`config.mk`:
```
export PLATFORM = sky130hd
export DESIGN_NAME = tcgr_regs
export DESIGN_NICKNAME = d
export VERILOG_FILES = /design/src/hdl/text_console_glyph_renderer_defines.svh /design/src/hdl/tcgr_pkg.sv /design/src/hdl/tcgr_regs.sv
export SDC_FILE = /design/constraint.sdc
export NUM_CORES = 1
export LEC_CHECK = 0
export BUFFER_PORTS_ARGS = -buffer_cell sky130_fd_sc_hd__buf_2
export CELL_PAD_IN_SITES_DETAIL_PLACEMENT = 0
export CELL_PAD_IN_SITES_GLOBAL_PLACEMENT = 2
export CORE_MARGIN = 5
export CORE_UTILIZATION = 27
export DETAILED_ROUTE_END_ITERATION = 12
export PLACE_DENSITY = 0.74
export SYNTH_ARGS = -nofsm -noshare
export SYNTH_HDL_FRONTEND = slang
export SYNTH_SLANG_ARGS = --single-unit
```
`constraint.sdc`:
```
create_clock -name clk -period 1.3 [get_ports clk]
set_clock_uncertainty 0.2 [all_clocks]
set_input_delay 0.065 -clock clk [delete_from_list [all_inputs] [get_ports clk]]
set_output_delay 0.065 -clock clk [all_outputs]
set_load 0.01 [all_outputs]
```
`src/hdl/text_console_glyph_renderer_defines.svh`:
```
// ----------------------------------------------------------------------------
// Text console glyph renderer: assertion macros
// Shared concurrent assertion forms, clocked and disabled during reset.
// ----------------------------------------------------------------------------
`ifndef TEXT_CONSOLE_GLYPH_RENDERER_DEFINES_SVH
`define TEXT_CONSOLE_GLYPH_RENDERER_DEFINES_SVH

// Same-cycle implication.
`define TCGR_ASSERT_IMP(label, clk, rst_n, ante, cons, msg) \
	label: assert property (@(posedge clk) disable iff (!(rst_n)) (ante) |-> (cons)) \
		else $error(msg);

// Next-cycle implication.
`define TCGR_ASSERT_NXT(label, clk, rst_n, ante, cons, msg) \
	label: assert property (@(posedge clk) disable iff (!(rst_n)) (ante) |=> (cons)) \
		else $error(msg);

`endif

```
`src/hdl/tcgr_pkg.sv`:
```
// ----------------------------------------------------------------------------
// Text console glyph renderer package
// Transfer types, command and register codes, job classes and status groups.
// ----------------------------------------------------------------------------
package tcgr_pkg;

	localparam int GLYPH_SIZE = 8;
	localparam int QDEPTH     = 4;
	localparam int QPTR_W     = 2;

	localparam logic [1:0] CMD_PRINT  = 2'd0;
	localparam logic [1:0] CMD_LOAD   = 2'd1;
	localparam logic [1:0] CMD_SETPOS = 2'd2;

	localparam logic [7:0] CHAR_TAB     = 8'd9;
	localparam logic [7:0] CHAR_NEWLINE = 8'd10;
	localparam logic [7:0] CHAR_FIRST   = 8'd32;

	localparam logic [2:0] REG_FRAME_WIDTH  = 3'd0;
	localparam logic [2:0] REG_FRAME_HEIGHT = 3'd1;
	localparam logic [2:0] REG_FG_COLOR     = 3'd2;
	localparam logic [2:0] REG_BACK_COLOR   = 3'd3;
	localparam logic [2:0] REG_OPAQUE       = 3'd4;
	localparam logic [2:0] REG_MARGIN_LEFT  = 3'd5;
	localparam logic [2:0] REG_MARGIN_TOP   = 3'd6;
	localparam logic [2:0] REG_LINE_PITCH   = 3'd7;

	typedef struct packed {
		logic [1:0]  cmd;
		logic [7:0]  char_code;
		logic [6:0]  glyph_index;
		logic [63:0] glyph_bits;
		logic [9:0]  pos_x;
		logic [9:0]  pos_y;
	} in_item_t;

	typedef struct packed {
		logic [19:0] pixel_address;
		logic [15:0] color_0;
		logic [15:0] color_1;
		logic [15:0] color_2;
		logic [15:0] color_3;
		logic [15:0] color_4;
		logic [15:0] color_5;
		logic [15:0] color_6;
		logic [15:0] color_7;
		logic [7:0]  write_mask;
		logic        last_row;
	} out_item_t;

	typedef struct packed {
		logic [10:0] frame_width;
		logic [10:0] frame_height;
		logic [15:0] fg_color;
		logic [15:0] back_color;
		logic        opaque;
		logic [9:0]  margin_left;
		logic [9:0]  margin_top;
		logic [5:0]  line_pitch;
	} cfg_t;

	typedef enum logic [2:0] {
		KIND_GLYPH,
		KIND_TAB,
		KIND_NEWLINE,
		KIND_SKIP,
		KIND_LOAD,
		KIND_SETPOS
	} kind_t;

	// Slot is wide enough for any font size the block supports.
	typedef struct packed {
		kind_t       kind;
		logic [7:0]  slot;
		logic [63:0] bits;
		logic [9:0]  pos_x;
		logic [9:0]  pos_y;
	} job_t;

	typedef enum logic [1:0] {
		BK_IDLE,
		BK_EDGE,
		BK_MUL,
		BK_ROW
	} bk_state_t;

	typedef struct packed {
		logic idle;
		logic emit;
		logic last_emit;
	} bk_stat_t;

endpackage

```
`src/hdl/tcgr_regs.sv`:
```
// ----------------------------------------------------------------------------
// Configuration registers
// APB-style register file holding framebuffer geometry, colors and margins.
// ----------------------------------------------------------------------------
module tcgr_regs import tcgr_pkg::*; (
	input  logic        clk,
	input  logic        arst_n,
	input  logic        psel,
	input  logic        penable,
	input  logic        pwrite,
	input  logic [4:0]  paddr,
	input  logic [31:0] pwdata,
	output logic [31:0] prdata,
	output logic        pready,
	output cfg_t        cfg
);

	cfg_t       cfg_q;
	logic [2:0] idx;
	logic       wr;

	assign idx    = paddr[4:2];
	assign wr     = psel && penable && pwrite;
	assign pready = 1'b1;
	assign cfg    = cfg_q;

	always_ff @(posedge clk or negedge arst_n) begin
		if (!arst_n) begin
			cfg_q.frame_width  <= 11'd320;
			cfg_q.frame_height <= 11'd240;
			cfg_q.fg_color     <= 16'hFFFF;
			cfg_q.back_color   <= 16'h0000;
			cfg_q.opaque       <= 1'b1;
			cfg_q.margin_left  <= 10'd8;
			cfg_q.margin_top   <= 10'd8;
			cfg_q.line_pitch   <= 6'd12;
		end else if (wr) begin
			case (idx)
				REG_FRAME_WIDTH:  cfg_q.frame_width  <= pwdata[10:0];
				REG_FRAME_HEIGHT: cfg_q.frame_height <= pwdata[10:0];
				REG_FG_COLOR:     cfg_q.fg_color     <= pwdata[15:0];
				REG_BACK_COLOR:   cfg_q.back_color   <= pwdata[15:0];
				REG_OPAQUE:       cfg_q.opaque       <= pwdata[0];
				REG_MARGIN_LEFT:  cfg_q.margin_left  <= pwdata[9:0];
				REG_MARGIN_TOP:   cfg_q.margin_top   <= pwdata[9:0];
				REG_LINE_PITCH:   cfg_q.line_pitch   <= pwdata[5:0];
				default: ;
			endcase
		end
	end

	always_comb begin
		case (idx)
			REG_FRAME_WIDTH:  prdata = {21'd0, cfg_q.frame_width};
			REG_FRAME_HEIGHT: prdata = {21'd0, cfg_q.frame_height};
			REG_FG_COLOR:     prdata = {16'd0, cfg_q.fg_color};
			REG_BACK_COLOR:   prdata = {16'd0, cfg_q.back_color};
			REG_OPAQUE:       prdata = {31'd0, cfg_q.opaque};
			REG_MARGIN_LEFT:  prdata = {22'd0, cfg_q.margin_left};
			REG_MARGIN_TOP:   prdata = {22'd0, cfg_q.margin_top};
			REG_LINE_PITCH:   prdata = {26'd0, cfg_q.line_pitch};
			default:          prdata = 32'd0;
		endcase
	end

endmodule

```
Word-level counts from Yosys, hierarchy flattened. Cells that the tools add are included.

Reductions and logical operators: 11. Equality and inequality tests: 7. Multiplexer cells: 1.

Operators by type and width (number): 32-bit case mux with 8 select lines (1); 2-bit AND reduction (8); 3-bit == test (second input constant) (4); 3-bit by 2-bit == test with 1-bit output (second input constant) (2); 3-bit by 1-bit == test with 1-bit output (second input constant) (1); 3-bit zero test (1); 1-bit logical AND (2).

Input port bits: 42. Register bits after elaboration: 81. Output and inout bits: 114.

Depth between registers and ports, before layout.
Word-level depth: 3. Depth in mapped cells: 6. Mapped depth without buffers: 4.

Worst setup path after synthesis. OpenSTA, ideal clock, no wires.

Path kind: input -> register. Start: input paddr[2]. End: register cfg_q (netlist bit cfg[16]). Setup slack: -0.185 ns. Buffers on the path: 2. Stages: 5. Arrival time: 1.160 ns. Cell sequence: buf_4 buf_2 nand2_1 nor2_2 mux2_2.

Word-level cells in the longest chain between the ends: 2.

Ends and longest elaborated chain: start, declared (RTL line tcgr_regs.sv:11) `input logic [4:0] paddr,`; 3-bit == test (RTL line tcgr_regs.sv:38) `case (idx)`; 2-bit AND reduction (no source line); end, declared (RTL line tcgr_regs.sv:18) `cfg_t cfg_q;`.

No other way between the ends. A chain may end at the register's enable or synchronous reset.

Final worst setup path.
Start: register cfg_q (netlist bit cfg[2]). End: output prdata[2].

Word-level cells in the longest chain between the ends: 1.

Ends and longest elaborated chain: 32-bit case mux with 8 select lines (RTL line tcgr_regs.sv:53) `case (idx)`; end, declared (RTL line tcgr_regs.sv:13) `output logic [31:0] prdata,`.

No other way between the ends. The select of a mux whose other input is x is not followed.

==> impl_metrics.csv <==
group,metric,value,unit
run_status,status,"finished, violations left",
run_status,violations,"negative setup slack",
drt,viasPerCell,4.55,
timing,fmaxAchievable,0.545,GHz
worst_setup_path,r2r_cells,4,
worst_setup_path,worst_ep_required_time,1030,ps
placed_design,io_buffer_count,120,
floorplan,die_w,130,um
floorplan,io_pins,156,
floorplan,core,14400,um^2
worst_setup_path,cp_num_buf_inv,1,
finish,nets,581,
global_route,grt_pass1_vias,3532,
worst_setup_path,crit_path_start_kind,"register",
worst_setup_path,crit_arrival,1570,ps
cts,cts-root-buf,"clkbuf_16",
floorplan,die_h,130,um
timing,hold_viol,0,
timing,relSlewSlack,66.5,%
drt,drt_wl_total,13.3,mm
floorplan,die_area,17000,um^2
finish,largest_reg_flops,81,
power_and_ir_drop,fin_total_pwr,9.23,mW
power_and_ir_drop,leakagePower,3.09,nW
power_and_ir_drop,ir_drop,0.547,mV
timing,timing.final.crit_share,141,%
flow_run,cap_viol_max_count,0,
drt,drc,0,
placed_design,gp_congestion,0.789,
timing,min_period,1830,ps
yosys,ys.warnings.count,0,
yosys,netlist_instances,307,
timing,tightest_slew,502,ps
timing,rsz0062_at_grt,"true",
drt,first_iter_violations,138,
yosys,avgSynthCellArea,12.7,um^2
global_route,grt_pass1_wl,20.3,mm
cts,clock_latency,340,ps
yosys,yosys.cell_types.count,37,
finish,antenna_cells,0,
yosys,synth_seq_area_share,52.8,%
finish,synthToLayoutAreaGrowth,64.1,%
power_and_ir_drop,p_per_area,1440,nW/um^2
cts,cts_made_buffers,9,
global_route,grt_max_degree,82,
placed_design,hpwl,9.51,mm
cts,cts_max_path_buffers,2,
timing,setup_viol,39,
worst_setup_path,critPathTopFamily,"flip-flops",
global_route,grtUsageTotal,15.9,%
global_route,grt_antenna_before_repair,0,
worst_setup_path,worstSetupPathType,"register to output pin",
cts,htreeDepth,3,
drt,wire_per_inst,18.2,um
worst_setup_path,crit_chain,"mux2i_1 > a211o_1 > a41oi_2 > buf_2",
timing,timing.final.ws_setup,-534,ps
floorplan,start_util,27.2,%
worst_setup_path,critPathMaxFanout,2,
yosys,ys_ff_latch,81,
floorplan,rows,44,
cts,clock-sinks,81,
cts,clk_pin_slew,60,ps
finish,multi_input_area,1860,um^2
drt,drt_first_pass_iters,4,
yosys,syn_area,3910,um^2
worst_setup_path,max_stage_delay,540,ps
drt,ant_nets,0,
global_route,grt_overflow,0,
timing,slew_violations,0,
finish,seq_area,2060,um^2
finish,fillers,1340,
cts,cts_tree,"built",
worst_setup_path,cp-end-kind,"output pin",
worst_setup_path,critical_path_depth,4,
worst_hold_path,hp-class,"input pin to async pin",
worst_setup_path,crit_slowest_cell,"dfstp_2",
drt,dr_total_vias,3310,
finish,fin_util,44.6,%
finish,drive_gt1_share,68.6,%
kinds of logic after synthesis:
family                 Yosys count  synth area share, %
multiplexers                    97                 27.9
flip-flops                      81                 52.8
AND/OR/NAND/NOR                 50                 6.31
AO/OA/AOI/OAI                   42                 7.21
buffers and inverters           35                 5.64
other                            2                0.192
power breakdown:
group	leakage (nW)	internal [mW]	total, mW	switching [mW]
clock	0.158	1.60	2.60	0.993
sequential	0.973	3.14	3.50	0.362
combinational	1.96	1.86	3.12	1.26
total	3.09	6.61	9.23	2.62
cell usage in the layout, fill, tap and decap left out, drive strengths merged:
cell type	n
inv	3
o21ai	10
a221o	2
nand3b	1
a31oi	3
a211o	2
a21o	2
nor3	2
nor2	22
clkbuf	16
nand3	7
o32a	1
a211oi	3
dlygate4sd3	17
a21oi	8
a22o	1
o22a	1
nor2b	3
nor3b	1
clkinv	2
dfrtp	54
nand2	11
mux4	1
o22ai	4
nand4	2
dfstp	27
a41oi	2
mux2	85
conb	17
a32o	1
and2	1
mux2i	11
a221oi	2
buf	219
synth_stat cells:
cell      instances  area share [%]
a211o_1           2            0.45
a211oi_1          3            0.58
a21o_1            2            0.38
a21oi_1           8             1.0
a221o_1           2            0.51
a221oi_1          2            0.45
a22o_1            1            0.22
a31oi_1           3            0.48
a32o_1            1            0.26
a41oi_1           2            0.45
and2_1            1            0.16
buf_2             8             1.0
buf_4            21             4.0
clkbuf_1          2            0.19
clkinv_1          1           0.096
conb_1            2            0.19
dfrtp_1          54              35
dfstp_2          27              18
inv_1             3            0.29
mux2_2           85              25
mux2i_1          11             2.8
mux4_2            1            0.58
nand2_1          11             1.1
nand3_1           7            0.90
nand3b_1          1            0.19
nand4_1           1            0.16
nand4_2           1            0.32
nor2_1           19             1.8
nor2_2            3            0.48
nor2b_1           3            0.48
nor3_1            1            0.13
nor3_4            1            0.42
nor3b_1           1            0.19
o21ai_0          10             1.3
o22a_1            1            0.22
o22ai_1           4            0.64
o32a_1            1            0.26
worst paths after layout:
path / slack [ps] / from / end
hold / removal: 70 / arst_n / cfg[33]
setup / recovery: -530 / cfg[2] / prdata[2]
min in group clk: 190 / pwrite / cfg[44]
setup reg to reg: 60 / cfg[66] / cfg[66]
hold reg to reg: 330 / cfg[44] / cfg[44]
max in group asynchronous: 390 / arst_n / cfg[43]
metal layers:
metal  up-vias  wire length (um)  GRT usage [%]
li1       1551                 -              -
met1      1641              6070           21.0
met2       106              6100           25.0
met3        12               932           5.20
met4         0               161           4.95
met5         -                 0              0
worst register-to-register path: cells and delay by family (launching register included):
| kind | cells | cell delay [ps] |
|---|---|---|
| flops | 1 | 370 |
| buf+inv | 3 | 350 |
| mux | 1 | 260 |
layout make-up:
| type | instances | area share [%] |
|---|---|---|
| Clock buffer | 15 | 4.80 |
| Timing Repair Buffer | 237 | 30.1 |
| Inverter | 4 | 0.234 |
| Multi-Input combinational cell | 206 | 29.0 |
| Clock inverter | 1 | 0.0781 |
| Tap cell | 184 | 3.59 |
| Sequential cell | 81 | 32.2 |
through the flow:
stage	setup WS [ps]	setup TNS, ps	cells	hold WS (ps)	instance area (um^2)
after floorplan	-93.0	-3270	322	-431	4050
after global placement	-321	-18860	682	-74.3	5410
after detailed placement	-312	-19930	682	-63.8	5410
after CTS	-562	-6460	723	106	6210
after global routing	-614	-8050	728	122	6410
final	-534	-5790	728	67.0	6410
what timing repair did:
item                       4_1_cts  5_1_grt
hold endpoints to repair       162        0
gates resized for setup         53       42
hold buffers                    17        0
pin swaps                        9        4
setup endpoints to repair       33       56
setup buffers                    9       13
No activity file was read; power rests on OpenSTA's default activity.
