===== src/hdl/text_console_glyph_renderer_defines.svh =====
// ----------------------------------------------------------------------------
// Text console glyph renderer: assertion macros
// Shared concurrent assertion forms, clocked and disabled during reset.
// ----------------------------------------------------------------------------
`ifndef TEXT_CONSOLE_GLYPH_RENDERER_DEFINES_SVH
`define TEXT_CONSOLE_GLYPH_RENDERER_DEFINES_SVH

// Same-cycle implication.
`define TCGR_ASSERT_IMP(label, clk, rst_n, ante, cons, msg) \
	label: assert property (@(posedge clk) disable iff (!(rst_n)) (ante) |-> (cons)) \
		else $error(msg);

// Next-cycle implication.
`define TCGR_ASSERT_NXT(label, clk, rst_n, ante, cons, msg) \
	label: assert property (@(posedge clk) disable iff (!(rst_n)) (ante) |=> (cons)) \
		else $error(msg);

`endif


===== src/hdl/tcgr_pkg.sv =====
// ----------------------------------------------------------------------------
// Text console glyph renderer package
// Transfer types, command and register codes, job classes and status groups.
// ----------------------------------------------------------------------------
package tcgr_pkg;

	localparam int GLYPH_SIZE = 8;
	localparam int QDEPTH     = 4;
	localparam int QPTR_W     = 2;

	localparam logic [1:0] CMD_PRINT  = 2'd0;
	localparam logic [1:0] CMD_LOAD   = 2'd1;
	localparam logic [1:0] CMD_SETPOS = 2'd2;

	localparam logic [7:0] CHAR_TAB     = 8'd9;
	localparam logic [7:0] CHAR_NEWLINE = 8'd10;
	localparam logic [7:0] CHAR_FIRST   = 8'd32;

	localparam logic [2:0] REG_FRAME_WIDTH  = 3'd0;
	localparam logic [2:0] REG_FRAME_HEIGHT = 3'd1;
	localparam logic [2:0] REG_FG_COLOR     = 3'd2;
	localparam logic [2:0] REG_BACK_COLOR   = 3'd3;
	localparam logic [2:0] REG_OPAQUE       = 3'd4;
	localparam logic [2:0] REG_MARGIN_LEFT  = 3'd5;
	localparam logic [2:0] REG_MARGIN_TOP   = 3'd6;
	localparam logic [2:0] REG_LINE_PITCH   = 3'd7;

	typedef struct packed {
		logic [1:0]  cmd;
		logic [7:0]  char_code;
		logic [6:0]  glyph_index;
		logic [63:0] glyph_bits;
		logic [9:0]  pos_x;
		logic [9:0]  pos_y;
	} in_item_t;

	typedef struct packed {
		logic [19:0] pixel_address;
		logic [15:0] color_0;
		logic [15:0] color_1;
		logic [15:0] color_2;
		logic [15:0] color_3;
		logic [15:0] color_4;
		logic [15:0] color_5;
		logic [15:0] color_6;
		logic [15:0] color_7;
		logic [7:0]  write_mask;
		logic        last_row;
	} out_item_t;

	typedef struct packed {
		logic [10:0] frame_width;
		logic [10:0] frame_height;
		logic [15:0] fg_color;
		logic [15:0] back_color;
		logic        opaque;
		logic [9:0]  margin_left;
		logic [9:0]  margin_top;
		logic [5:0]  line_pitch;
	} cfg_t;

	typedef enum logic [2:0] {
		KIND_GLYPH,
		KIND_TAB,
		KIND_NEWLINE,
		KIND_SKIP,
		KIND_LOAD,
		KIND_SETPOS
	} kind_t;

	// Slot is wide enough for any font size the block supports.
	typedef struct packed {
		kind_t       kind;
		logic [7:0]  slot;
		logic [63:0] bits;
		logic [9:0]  pos_x;
		logic [9:0]  pos_y;
	} job_t;

	typedef enum logic [1:0] {
		BK_IDLE,
		BK_EDGE,
		BK_MUL,
		BK_ROW
	} bk_state_t;

	typedef struct packed {
		logic idle;
		logic emit;
		logic last_emit;
	} bk_stat_t;

endpackage


===== src/hdl/tcgr_front.sv =====
// ----------------------------------------------------------------------------
// Command front end
// Accepts commands, classifies them into jobs and queues them for the back end.
// ----------------------------------------------------------------------------
module tcgr_front import tcgr_pkg::*; #(
	parameter int FONT_GLYPHS = 96
) (
	input  logic     clk,
	input  logic     arst_n,
	input  logic     cmd_valid,
	output logic     cmd_stall,
	input  in_item_t cmd_item,
	output logic     job_valid,
	output job_t     job,
	input  logic     job_pop
);

	localparam logic [8:0] GLYPHS9 = 9'(FONT_GLYPHS);

	job_t            queue_q [QDEPTH];
	logic [QPTR_W-1:0] wr_ptr_q;
	logic [QPTR_W-1:0] rd_ptr_q;
	logic [QPTR_W:0]   count_q;

	job_t       cls;
	logic       keep;
	logic       push;
	logic       accept;
	logic [8:0] code_off;

	assign cmd_stall = (count_q == (QPTR_W+1)'(QDEPTH));
	assign accept    = cmd_valid && !cmd_stall;
	assign push      = accept && keep;
	assign job_valid = (count_q != '0);
	assign job       = queue_q[rd_ptr_q];

	assign code_off = {1'b0, cmd_item.char_code} - {1'b0, CHAR_FIRST};

	// Classify: drop unused commands and loads past the font end.
	always_comb begin
		cls.kind  = KIND_SKIP;
		cls.slot  = 8'd0;
		cls.bits  = cmd_item.glyph_bits;
		cls.pos_x = cmd_item.pos_x;
		cls.pos_y = cmd_item.pos_y;
		keep      = 1'b1;
		case (cmd_item.cmd)
			CMD_PRINT: begin
				if (cmd_item.char_code == CHAR_NEWLINE) begin
					cls.kind = KIND_NEWLINE;
				end else if (cmd_item.char_code == CHAR_TAB) begin
					cls.kind = KIND_TAB;
				end else if (cmd_item.char_code >= CHAR_FIRST && code_off < GLYPHS9) begin
					cls.kind = KIND_GLYPH;
					cls.slot = code_off[7:0];
				end else begin
					cls.kind = KIND_SKIP;
				end
			end
			CMD_LOAD: begin
				cls.kind = KIND_LOAD;
				cls.slot = {1'b0, cmd_item.glyph_index};
				keep     = ({2'b00, cmd_item.glyph_index} < GLYPHS9);
			end
			CMD_SETPOS: begin
				cls.kind = KIND_SETPOS;
			end
			default: begin
				keep = 1'b0;
			end
		endcase
	end

	always_ff @(posedge clk or negedge arst_n) begin
		if (!arst_n) begin
			wr_ptr_q <= '0;
			rd_ptr_q <= '0;
			count_q  <= '0;
		end else begin
			if (push)
				wr_ptr_q <= wr_ptr_q + QPTR_W'(1);
			if (job_pop)
				rd_ptr_q <= rd_ptr_q + QPTR_W'(1);
			if (push && !job_pop)
				count_q <= count_q + (QPTR_W+1)'(1);
			else if (!push && job_pop)
				count_q <= count_q - (QPTR_W+1)'(1);
		end
	end

	always_ff @(posedge clk) begin
		if (push)
			queue_q[wr_ptr_q] <= cls;
	end

endmodule


===== config.mk =====
export PLATFORM = sky130hd
export DESIGN_NAME = tcgr_front
export DESIGN_NICKNAME = d
export VERILOG_FILES = /design/src/hdl/text_console_glyph_renderer_defines.svh /design/src/hdl/tcgr_pkg.sv /design/src/hdl/tcgr_front.sv
export SDC_FILE = /design/constraint.sdc
export NUM_CORES = 1
export LEC_CHECK = 0
export BUFFER_PORTS_ARGS = -buffer_cell sky130_fd_sc_hd__buf_2
export CAP_MARGIN = 5
export CORE_MARGIN = 2
export CORE_UTILIZATION = 51
export DETAILED_ROUTE_END_ITERATION = 8
export GPL_ROUTABILITY_DRIVEN = 1
export PLACE_DENSITY = 0.83
export SLEW_MARGIN = 25
export SYNTH_ARGS = -nofsm -noshare
export SYNTH_HDL_FRONTEND = slang
export SYNTH_SLANG_ARGS = --single-unit

===== constraint.sdc =====
create_clock -name clk -period 3.61 [get_ports clk]
set_clock_uncertainty 0.05 [all_clocks]
set_input_delay 0.5415 -clock clk [delete_from_list [all_inputs] [get_ports clk]]
set_output_delay 0.5415 -clock clk [all_outputs]
set_load 0.02 [all_outputs]

* After elaboration in Yosys (flattened, before gate mapping)
Memory sizes are Yosys's and may differ from the RTL's. Index checks and enable logic that the tools add are counted.
Storage, ports and cells: memories kept 1, register bits 7, output and inout port bits 97, logic and storage cells 42, input port bits 105, RAM bits 380
Cells by class: multiplexer cells 13, reduce and logical (&&, ||, !) cells 12, $add $sub $neg 5, $lt $le $gt $ge 3, equality and inequality tests 5
Memory list:
- queue_q | words 4, bits a word 95, rd ports 1, clocked after memory_dff 0, wr ports 1, RTL line tcgr_front.sv:20 | job_t queue_q [QDEPTH];
Operator list (number):
- two-way mux 8 bit | 3
- equality test 8 x 4 -> 1 bit (second input constant) | 2
- case mux 8 bit (2 select lines) | 1
- less-than comparator 9 x 7 -> 1 bit (second input constant) | 1
- case mux 3 bit (3 select lines) | 1
- subtractor 8 x 6 -> 9 bit (second input constant) | 1
- greater-or-equal comparator 8 x 6 -> 1 bit (second input constant) | 1
- less-than comparator 7 bit (second input constant) | 1
- two-way mux 2 bit | 3
- two-way mux 3 bit | 2
- logical AND 1 bit | 5
- adder 2 x 1 -> 2 bit (second input constant) | 2
- adder 3 x 1 -> 3 bit (second input constant) | 1
- equality test 3 bit (second input constant) | 1
- logical NOT 1 bit | 3
- nonzero test 3 bit | 1
- subtractor 3 x 1 -> 3 bit (second input constant) | 1
- equality test 2 x 1 -> 1 bit (second input constant) | 1
- equality test 2 bit (second input constant) | 1
- logical NOT 2 bit | 1
- two-way mux 1 bit | 2
- case mux 1 bit (2 select lines) | 1
- nonzero test 2 bit | 1
- OR reduction 2 bit | 1

* Depth between registers and ports, before layout
depth in word-level cells 8, depth in mapped cells 11, gate-level depth less buffers 10

* Worst setup path after synthesis
Ideal clock, no wire load.
path kind input to register, from input port cmd_item[100] (netlist name), to memory queue_q[0][0] (netlist name), enable pin, arrival time 3.864 ns, buffers on the path 1, library setup time 0.464 ns, required time 3.096 ns, stages 6, slack -0.769 ns, path through inv_1 -> ha_1 -> clkbuf_2 -> a21bo_2 -> a2111oi_4 -> and2_1
On the way: longest elaborated chain between the ends 6, elaborated cells on any way between the ends 8, those cells by class eq/ne: 2; mux: 3; reduce/logical: 3
Ends and longest elaborated chain:
- from (decl) | RTL line tcgr_front.sv:12 | input in_item_t cmd_item,
- equality test 2 bit or logical NOT 2 bit (tied branches) | RTL line tcgr_front.sv:47 | case (cmd_item.cmd)
- OR reduction 2 bit (no source line)
- case mux 1 bit (2 select lines) * | RTL line tcgr_front.sv:47
- logical AND 1 bit * | RTL line tcgr_front.sv:33 | assign push = accept && keep;
- via push | RTL line tcgr_front.sv:27 | logic push;
- two-way mux 1 bit * | RTL line tcgr_front.sv:92 | if (push)
- two-way mux 1 bit (not written as such) * | RTL line tcgr_front.sv:93 | queue_q[wr_ptr_q] <= cls;
- to (decl) | RTL line tcgr_front.sv:20
The timed path passes the listed nets; every way through them passes the cells marked *.

==> results_dict.tcl <==
set metrics [dict create \
    end_kind "output port" \
    cts_root_buf "clkbuf_16" \
    netlist_top_cells_count "edfxtp_1 (380), mux4_2 (95), nand2_1 (15)" \
    slew_headroom_pct 54.9 \
    synth_area_leaders "edfxtp_1 (79%), mux4_2 (15%), dfrtp_1 (1.2%)" \
    p_leak_nw 5.95 \
    status "completed" \
    cp_max_fo 47 \
    yosys_warnings 0 \
    grtUsageTotal_pct 18.0 \
    io_buffers 201 \
    htree_levels 2 \
    worstSetupPathType "reg -> out" \
    layout_min_cycle_time_ns 2.92 \
    r2r_start "count_q[2]" \
    fin_hold_ws_ns 0.203 \
    power_density_nw_per_um2 768 \
    worst_setup_path_start_kind "flop" \
    grt_pass1_vias 6969 \
    rsz0062_at_grt "false" \
    synth_edf_count 380 \
    fp.dieW_um 172 \
    ios 202 \
    clk_pin_slew_worst_paths_ns 0.06 \
    cts_setup_buffers 0 \
    hp-class "in -> reg" \
    viasPerCell 5.46 \
    setup_viol 0 \
    power_w 0.0133 \
    drc_errors 0 \
    syn-cell-area_sq_um 14500 \
    dieArea_sq_um 29700 \
    initial_core_util_pct 51.9 \
    first_iter_violations 616 \
    synth_seq_cells 387 \
    routabilityCongestion 0.789 \
    wirelength_um 26400 \
    n_fill_cell 1882 \
    worstHoldStart "cmd_item[83]" \
    grt_overflow_total 0 \
    timing.final.crit_share_pct 80.8 \
    via_count 6691 \
    std_cell_rows 61 \
    drive_above_1_share_pct 44.5 \
    cp-startpoint "rd_ptr_q[0]" \
    grt_pass1_wl_um 39800 \
    antenna_found_initial 4 \
    wire_per_inst_um 21.5 \
    drv_cap 0 \
    cts_tree "done" \
    timing.fmax_mhz 343 \
    finalHoldViolations 0 \
    yosys.cell_count.top_type "edfxtp_1" \
    ys_types 34 \
    first_pass_iters 5 \
    nNetsFinal 938 \
    area_growth_pct 19.9 \
    worst_slew_pin_slew_ns 0.671 \
    antenna_left 0 \
    synth_largest_area_cell "edfxtp_1" \
    dpl.hpwl_um 16400 \
    syn_avg_cell_area_sq_um 24.7 \
    cts_buffers 39 \
    fin_util_pct 62.2 \
    synth_seq_area_share_pct 80.1 \
    synth_flop_cell "edfxtp_1" \
    arrival_ns 2.32 \
    syn_inst 586 \
    synth_top_area_share_pct 78.9 \
    fin_tns_setup_ns 0 \
    die_y_um 172 \
    core_area_sq_um 27900 \
    cts_buffer_depth 3 \
    vdd_drop_max_v 0.000459 \
    cts_sinks 387 \
    clk_latency_ns 0.50 \
    slew_viol_final 0 \
    synthArstFlopShare_pct 1.81 \
    grt_max_degree 48 \
    cp.required_ns 3.02 \
]
[worst max-delay path, stage by stage, from the launching register on]
cell and delay [ns]:
dfrtp_4 0.60, buf_12 0.36, mux4_2 0.59, buf_2 0.18
[worst paths after layout]
path / to / slack [ns] / cells past startpoint
max: job[68] / 0.69 / 3
min: queue_q[0][83] / 0.20 / 1
max reg2reg: count_q[2] / 1.23 / 8
min reg2reg: count_q[2] / 0.46 / 1
max in group asynchronous: rd_ptr_q[1] / 2.96 / 2
min in group asynchronous: count_q[0] / 0.36 / 2
[placed cells by master (no fill, tap or decap), types with 5 or more instances in the layout]
master,instances
o31ai_1,5
buf_12,11
clkbuf_1,6
inv_1,12
dfrtp_1,5
clkbuf_16,41
clkinv_1,7
ha_1,13
edfxtp_1,380
clkinv_2,9
mux4_2,95
buf_2,201
nand2_1,15
[per-layer routing]
layer  global-route usage (%)  wire length (um)  up-vias
met5                        0                21        -
met4                     4.68               452        4
met3                     4.74              2060       44
li1                         -                 -     2948
met1                     24.6             10700     3438
met2                     29.1             13200      257
[sequential cells by signal (all words and copies together), names as in the netlist]
| name | cells |
|---|---|
| count_q | 3 |
| rd_ptr_q | 2 |
| wr_ptr_q | 2 |
| queue_q | 380 |
[where the power goes]
group	internal, W	switching, W	total, W
Sequential	0.00541	0.000245	0.00565
Combinational	0.00164	0.00214	0.00378
Clock	0.00234	0.00154	0.00388
[metrics by stage]
step / cells / setup slack [ns] / area, sq um
after floorplan: 589 / 0.263 / 14500
after CTS: 1223 / 0.654 / 17300
final: 1225 / 0.695 / 17300
after global placement: 1155 / 0.511 / 16100
after global routing: 1224 / 0.549 / 17300
after detailed placement: 1155 / 0.408 / 16100
[layout make-up]
cell class | instances | area (sq um) | share of cell area (%)
flip-flops and latches | 387 | 11600 | 66.9
clock inverters | 20 | 191 | 1.10
clock buffers | 47 | 1050 | 6.05
well taps | 378 | 473 | 2.73
repair buffers | 214 | 1240 | 7.18
inverters | 12 | 45.0 | 0.260
multi-input cells | 165 | 2730 | 15.8
diodes | 2 | 5.00 | 0.0289
[what timing repair did]
item / CTS / global route
hold buffers: 1 / 0
hold endpoints to repair: 7 / 0
resized for setup: 0 / 0
[cell families after synthesis]
kind of cell             Yosys count  synth area share [%]
AO/OA/AOI/OAI                     13                  1.01
XOR/XNOR                           6                 0.364
adder cells (fa/ha/maj)           14                  1.26
buffers and inverters             37                  1.11
flip-flops                       387                  80.1
multiplexers                      97                  15.0
other                              1                0.0259
AND/OR/NAND/NOR                   31                  1.13
No activity file was read; power rests on OpenSTA's default activity.
